### src/rtl/cau_pkg.sv
// Shared types, constants and helper functions of the complex arithmetic unit.
package cau_pkg;

  localparam int FRAC_BITS_DEF     = 16;
  localparam int CORDIC_STAGES_DEF = 16;

  // Quotient bits resolved by the divider; larger quotients always saturate.
  localparam int QB       = 33;
  localparam int RW       = 64 + QB;
  localparam int SQ_STEPS = 32;
  localparam int NSTEP    = QB;
  localparam int ANG_BITS = 30;
  localparam int ZW       = 34;
  localparam int XW       = 64;

  localparam logic signed [ZW-1:0] PI_HALF = 34'sd1686629713;

  typedef enum logic [2:0] {
    CMD_ADD   = 3'd0,
    CMD_SUB   = 3'd1,
    CMD_MUL   = 3'd2,
    CMD_DIV   = 3'd3,
    CMD_MAG   = 3'd4,
    CMD_PHASE = 3'd5,
    CMD_EQ    = 3'd6
  } cmd_e;

  localparam logic [1:0] ST_OK   = 2'd0;
  localparam logic [1:0] ST_DIV0 = 2'd1;
  localparam logic [1:0] ST_SAT  = 2'd2;

  // Word as it travels through the iterative stages.
  typedef struct packed {
    logic                 vld;
    logic [2:0]           cmd;
    logic [31:0]          e_re;
    logic [31:0]          e_im;
    logic                 e_sat;
    logic                 eq;
    logic [63:0]          den;
    logic                 dre_neg;
    logic                 dim_neg;
    logic                 dre_ovf;
    logic                 dim_ovf;
    logic [RW-1:0]        dre_r;
    logic [RW-1:0]        dim_r;
    logic [QB-1:0]        dre_q;
    logic [QB-1:0]        dim_q;
    logic [63:0]          sq_n;
    logic [63:0]          sq_r;
    logic signed [XW-1:0] cx;
    logic signed [XW-1:0] cy;
    logic signed [ZW-1:0] cz;
    logic                 pzero;
  } step_t;

  // Arctangent of 2^-i with 30 fractional bits.
  function automatic logic signed [ZW-1:0] atan_q30(input int i);
    logic signed [ZW-1:0] a;
    case (i)
      0:       a = 34'sd843314857;
      1:       a = 34'sd497837829;
      2:       a = 34'sd263043837;
      3:       a = 34'sd133525159;
      4:       a = 34'sd67021687;
      5:       a = 34'sd33543516;
      6:       a = 34'sd16775851;
      7:       a = 34'sd8388437;
      8:       a = 34'sd4194283;
      9:       a = 34'sd2097149;
      10:      a = 34'sd1048576;
      default: a = ZW'(1) << (ANG_BITS - i);
    endcase
    return a;
  endfunction

  // Clamp a signed value to 32 bits; returns {saturated, value}.
  function automatic logic [32:0] sat_s34(input logic signed [33:0] v);
    logic [32:0] r;
    if (v > 34'sd2147483647) begin
      r = {1'b1, 32'h7FFF_FFFF};
    end else if (v < -34'sd2147483648) begin
      r = {1'b1, 32'h8000_0000};
    end else begin
      r = {1'b0, v[31:0]};
    end
    return r;
  endfunction

  // Clamp a sign and magnitude pair to 32 bits; returns {saturated, value}.
  function automatic logic [32:0] sat_mag(input logic neg, input logic [63:0] mag);
    logic [32:0] r;
    if (neg) begin
      if (mag > 64'h8000_0000) begin
        r = {1'b1, 32'h8000_0000};
      end else begin
        r = {1'b0, -mag[31:0]};
      end
    end else begin
      if (mag > 64'h7FFF_FFFF) begin
        r = {1'b1, 32'h7FFF_FFFF};
      end else begin
        r = {1'b0, mag[31:0]};
      end
    end
    return r;
  endfunction

endpackage

### src/rtl/cau_step.sv
// Iterative stage: a quotient bit; early ones add a square-root digit and a CORDIC step.
module cau_step #(
  parameter int J             = 0,
  parameter int CORDIC_STAGES = cau_pkg::CORDIC_STAGES_DEF
) (
  input  logic           clk,
  input  logic           rst,
  input  logic           en,
  input  cau_pkg::step_t d,
  output cau_pkg::step_t q
);
  import cau_pkg::*;

  localparam bit          DO_SQ  = (J < SQ_STEPS);
  localparam bit          DO_C   = (J < CORDIC_STAGES);
  localparam int          SQ_SH  = DO_SQ ? (62 - 2 * J) : 0;
  localparam logic [63:0] SQ_BIT = 64'd1 << SQ_SH;
  localparam logic signed [ZW-1:0] ANG = atan_q30(DO_C ? J : 0);

  step_t                nx;
  logic [RW-1:0]        dsh;
  logic [63:0]          sq_t;
  logic signed [XW-1:0] xs;
  logic signed [XW-1:0] ys;

  always_comb begin
    nx   = d;
    dsh  = RW'(d.den) << (QB - 1 - J);
    sq_t = d.sq_r + SQ_BIT;
    xs   = d.cx >>> J;
    ys   = d.cy >>> J;

    if (d.dre_r >= dsh) begin
      nx.dre_r = d.dre_r - dsh;
      nx.dre_q[QB-1-J] = 1'b1;
    end
    if (d.dim_r >= dsh) begin
      nx.dim_r = d.dim_r - dsh;
      nx.dim_q[QB-1-J] = 1'b1;
    end

    if (DO_SQ) begin
      if (d.sq_n >= sq_t) begin
        nx.sq_n = d.sq_n - sq_t;
        nx.sq_r = (d.sq_r >> 1) + SQ_BIT;
      end else begin
        nx.sq_r = d.sq_r >> 1;
      end
    end

    if (DO_C) begin
      if (!d.cy[XW-1]) begin
        nx.cx = d.cx + ys;
        nx.cy = d.cy - xs;
        nx.cz = d.cz + ANG;
      end else begin
        nx.cx = d.cx - ys;
        nx.cy = d.cy + xs;
        nx.cz = d.cz - ANG;
      end
    end
  end

  always_ff @(posedge clk) begin
    if (rst) begin
      q.vld <= 1'b0;
    end else if (en) begin
      q <= nx;
    end
  end

endmodule

### config.mk
export PLATFORM = sky130hd
export DESIGN_NAME = cau_step
export DESIGN_NICKNAME = d
export VERILOG_FILES = /design/src/rtl/cau_pkg.sv /design/src/rtl/cau_step.sv
export SDC_FILE = /design/constraint.sdc
export NUM_CORES = 2
export LEC_CHECK = 0
export ABC_AREA = 0
export BUFFER_PORTS_ARGS = -buffer_cell sky130_fd_sc_hd__buf_2
export CAP_MARGIN = 20
export CORE_AREA = 2 2 530 532
export CTS_BUF_LIST = sky130_fd_sc_hd__clkbuf_2
export CTS_CLUSTER_DIAMETER = 30
export CTS_CLUSTER_SIZE = 20
export DETAILED_ROUTE_END_ITERATION = 6
export DIE_AREA = 0 0 532 534
export PLACE_DENSITY_LB_ADDON = 0.2
export RECOVER_POWER = 100
export SLEW_MARGIN = 10
export SYNTH_ARGS = -nofsm -noshare
export SYNTH_HDL_FRONTEND = slang
export SYNTH_SLANG_ARGS = --single-unit
### constraint.sdc
create_clock -name clk -period 98.6 [get_ports clk]
set_input_delay 9.86 -clock clk [delete_from_list [all_inputs] [get_ports clk]]
set_output_delay 9.86 -clock clk [all_outputs]
set_load 0.005 [all_outputs]
Yosys cells after proc, flatten, opt, wreduce, memory -nomap -nowiden. Cells that the tools add are included.

Mux-type cells: 5. Reductions and logical operators: 1. Magnitude comparators: 3. Bitwise gates (word level): 1. $add $sub $neg: 10.

Operators with widths (count): $ge 97x96->1 (2); $mux 97 (2); $sub 97x96->97 (2); $sub 64x64->64 (3); $mux 162 (1); $add 63x63->64 const B (1); $add 64x63->64 const B (1); $add 64x64->64 (1); $ge 64x64->1 (1); $mux 64 (1); $mux 63 (1); $add 34x31->34 const B (1); $sub 34x31->34 const B (1); $reduce_and 2->1 (1); $not 1->1 (1).

Input bits: 692. Output and inout port bits: 689. Register bits: 689. Logic and storage cells: 44.

Depth between registers and ports, before layout.
Depth in word-level cells: 3. Depth in mapped cells: 16. Mapped depth without buffers: 14.

Worst setup path after synthesis. OpenSTA, ideal clock, no wires.

Path type: input-to-reg. Start point: in rst. End point: reg q[0] in the netlist's numbering (enable). Arrival time: 40.164 ns. Path buffers: 0. Setup time: 1.850 ns. Required time: 96.750 ns. Path slack: 56.587 ns. Cell stages on the path: 1. Cell sequence: nor2b_1.

Longest elaborated chain between the ends: 2.

RTL lines: start, declared (RTL line cau_step.sv:7) `input logic rst,`; $not 1->1 (no line); $reduce_and 2->1 (no line); end signal, assigned (RTL line cau_step.sv:68) `q <= nx;`; end, declared (RTL line cau_step.sv:10) `output cau_pkg::step_t q`.

Every way passes these cells. A chain may end at the register's enable or synchronous reset.

Worst setup path in the final report.
Start point: in en. End point: reg q[675] in the netlist's numbering (enable).

Longest elaborated chain between the ends: 1.

RTL lines: start, declared (RTL line cau_step.sv:8) `input logic en,`; $reduce_and 2->1 (no line).

Every way passes these cells.

==> impl_metrics.tcl <==
set metrics [dict create \
    clock_tree_from_tritoncts "built" \
    report.final.hold_viol_count 0 \
    clock-skew-final_ns 0 \
    slew_viol_final 1346 \
    gpl.final_weighted_congestion 0.9589 \
    ant_nets 0 \
    dr.pass1.iters 6 \
    vias 46890 \
    detailed_place.area_um2 58980 \
    crit_path_start_kind "input pin" \
    post_route_cells_drive_above_1_share 0.1705 \
    pin_count_of_the_biggest_net_entering_global_routing 107 \
    critPathRequiredTime_ns 99.76 \
    vdd_ir_drop_max_uv 12.95 \
    io_pins 1381 \
    synth_top_cell_by_area "edfxtp_1" \
    numClockSinks 688 \
    h_tree_levels 4 \
    synth-edff-count 687 \
    final_min_period_over_clock_period 0.2312 \
    synth_cells 4995 \
    worstSetupEndpointType "flip-flop" \
    post_synthesis_share_of_cell_area_spent_on_and_or_nand_and_nor_gates 0.1226 \
    yosys.cell_count.top_type "edfxtp_1" \
    totalPowerFinal_mw 1.003 \
    mappedNetlistArea_um2 47830 \
    dp_worst_setup_slack_ns 83.44 \
    finalNetCount 7549 \
    startpoint "en" \
    cts_made_buffers 230 \
    drc 0 \
    r2r_setup_slack_ns 97.99 \
    ys_dominant_reg_cell "edfxtp_1" \
    synth_largest_type_area_fraction 0.4314 \
    track_usage 0.1909 \
    slowest_stage "clkbuf_1" \
    core_area_um2 278400 \
    outcome "complete, but fails checks" \
    path_cells "clkbuf_1 > nor2b_1 > clkbuf_1 > clkbuf_1 > clkbuf_1 > clkbuf_1 > clkbuf_1" \
    setup_ws_ns 75.80 \
    number_of_unique_standard_cell_types_used_by_synthesis 95 \
    clkTransAtPathRegs_ns 0.10 \
    maxSlewHeadroom -3.782 \
    max_flop_register "q" \
    drt-vias-per-instance 4.505 \
    dr.first_iter.drc_count 3570 \
    worst_path_largest_cell_delay_ns 2.95 \
    synth_top_family_by_area "compound AO/OA/AOI/OAI gates" \
    violations "capacitance limit, slew limit" \
    yosysWarningCount 0 \
    ys_top_cells_by_count "687 x edfxtp_1, 568 x a21oi_1, 413 x ha_1" \
    asyncSetResetFlopFracSynth 0 \
    cts.repair_timing.setup_buffer_count 0 \
    yosys_register_bits 688 \
    initial_standard_cell_utilization_of_the_core 0.1718 \
    area_share_of_xor_xnor_cells_in_the_synthesized_design 0.06098 \
    post-route-cell-area_um2 61120 \
    path_class "input pin to flip-flop" \
    p_leak_nw 24.42 \
    power-per-cell-area_nw_per_um2 16.40 \
    worstHoldStart "q[688]" \
    yosysSeqAreaShare 0.4318 \
    wire_length_of_the_first_global_routing_pass_um 382100 \
    syn_area_per_cell_um2 9.575 \
    net_count_after_synthesis 6107 \
    die_area_um2 284100 \
    max_slew.worst_pin.slew_ns 7.173 \
    die_width_um 532 \
    stdcell_count 10410 \
    min_period_ns 22.80 \
    first_global_vias 46660 \
    reg_top3 "q x688" \
    critical_path_arrival_ns 23.96 \
    yosys-mux-area-fraction 0.01418 \
    fin_setup_tns_ns 0 \
    post_synth_fa_ha_maj_area_fraction 0.1110 \
    hold_buffers 0 \
    place_inst 9929 \
    post_synthesis_to_final_layout_area_growth_pct 27.81 \
    die_h_um 534 \
    worst_skew_pair.late_latency_ns 1.59 \
    largest_reg_flops 688 \
    finalSetupViolCount 0 \
    synth_compound_area_frac 0.2098 \
    post_cts_resize_count 0 \
    clock_tree.root_cell "clkbuf_2" \
    overflow 0 \
    achievable-frequency_mhz 43.86 \
    dp_hpwl_um 239800 \
    hold_path_class "flip-flop to flip-flop" \
    port_buffers 1380 \
    rsz_0062_raised_after_global_routing "false" \
    worstPathMaxFanout 74 \
    finalWirelength_um 284800 \
    critPathMostFrequentCell "clkbuf_1" \
    timing.max_cap.violations 23 \
    avgRoutedWirePerCell_um 27.36 \
    max-clock-path-buffers 4 \
    num_rows 194 \
    grt_antenna_before_repair 161 \
    reg2reg_from "q[688]" \
    largest_cells_by_area_after_synthesis "edfxtp_1 43%, ha_1 11%, a21oi_1 5.9%" \
]
worst max-delay path: cells and delay by family:
family / cells / cell delay (ns)
simple gates: 1 / 1.19
buf+inv: 6 / 12.65
area by class of cell:
cell class / count / area, um^2
Multi-Input combinational cell: 3698 / 24840
Inverter: 387 / 1454
Fill cell: 31320 / 217300
Antenna cell: 52 / 130.1
Timing Repair Buffer: 1432 / 6301
Sequential cell: 688 / 20650
Tap cell: 3724 / 4659
Clock inverter: 170 / 1799
Clock buffer: 258 / 1291
layout by cell type (no fill, tap or decap), types with 49 or more instances in the layout:
cell type / instances
o21bai_1: 107
nand3_1: 66
clkbuf_1: 754
clkbuf_2: 258
nor2b_1: 49
inv_1: 383
o21ai_0: 388
buf_2: 641
edfxtp_1: 687
nand4_1: 99
xnor2_1: 225
a21oi_1: 567
nand2_1: 391
ha_1: 413
a21o_1: 175
xor2_1: 108
diode_2: 52
nor3_1: 73
nor2_1: 378
report_power, final:
group / switching [mW] / total [mW] / internal [mW]
combinational: 0.188 / 0.283 / 0.0951
sequential: 0.0128 / 0.373 / 0.360
clock: 0.176 / 0.347 / 0.171
total: 0.377 / 1.00 / 0.626
cells by family after synthesis:
family | count (synthesis)
fa+ha+maj | 420
xor+xnor | 333
simple gates | 1255
flops | 688
compound gates | 1626
buf+inv | 609
mux | 64
stage by stage:
step | utilization | hold WS, ns
after floorplan | - | 0.4850
after global placement | 0.2117 | 0.4804
after detailed placement | 0.2118 | 0.4955
after CTS | 0.2229 | 0.5259
after global routing | 0.2192 | 0.6001
final | 0.2195 | 0.5307
layer usage:
metal	share of wire	wire [um]	track usage
met3	0.086	24460	0.06213
met1	0.36	104000	0.2049
met2	0.51	145300	0.3491
met5	0.0021	589	0
met4	0.037	10550	0.06458
path summary, 6_finish.rpt:
check                 to  depth (start not counted)
hold reg to reg   q[688]                          2
setup / recovery  q[675]                          7
setup reg to reg  q[688]                          2
hold / removal    q[688]                          2
No activity file was read; power rests on OpenSTA's default activity.
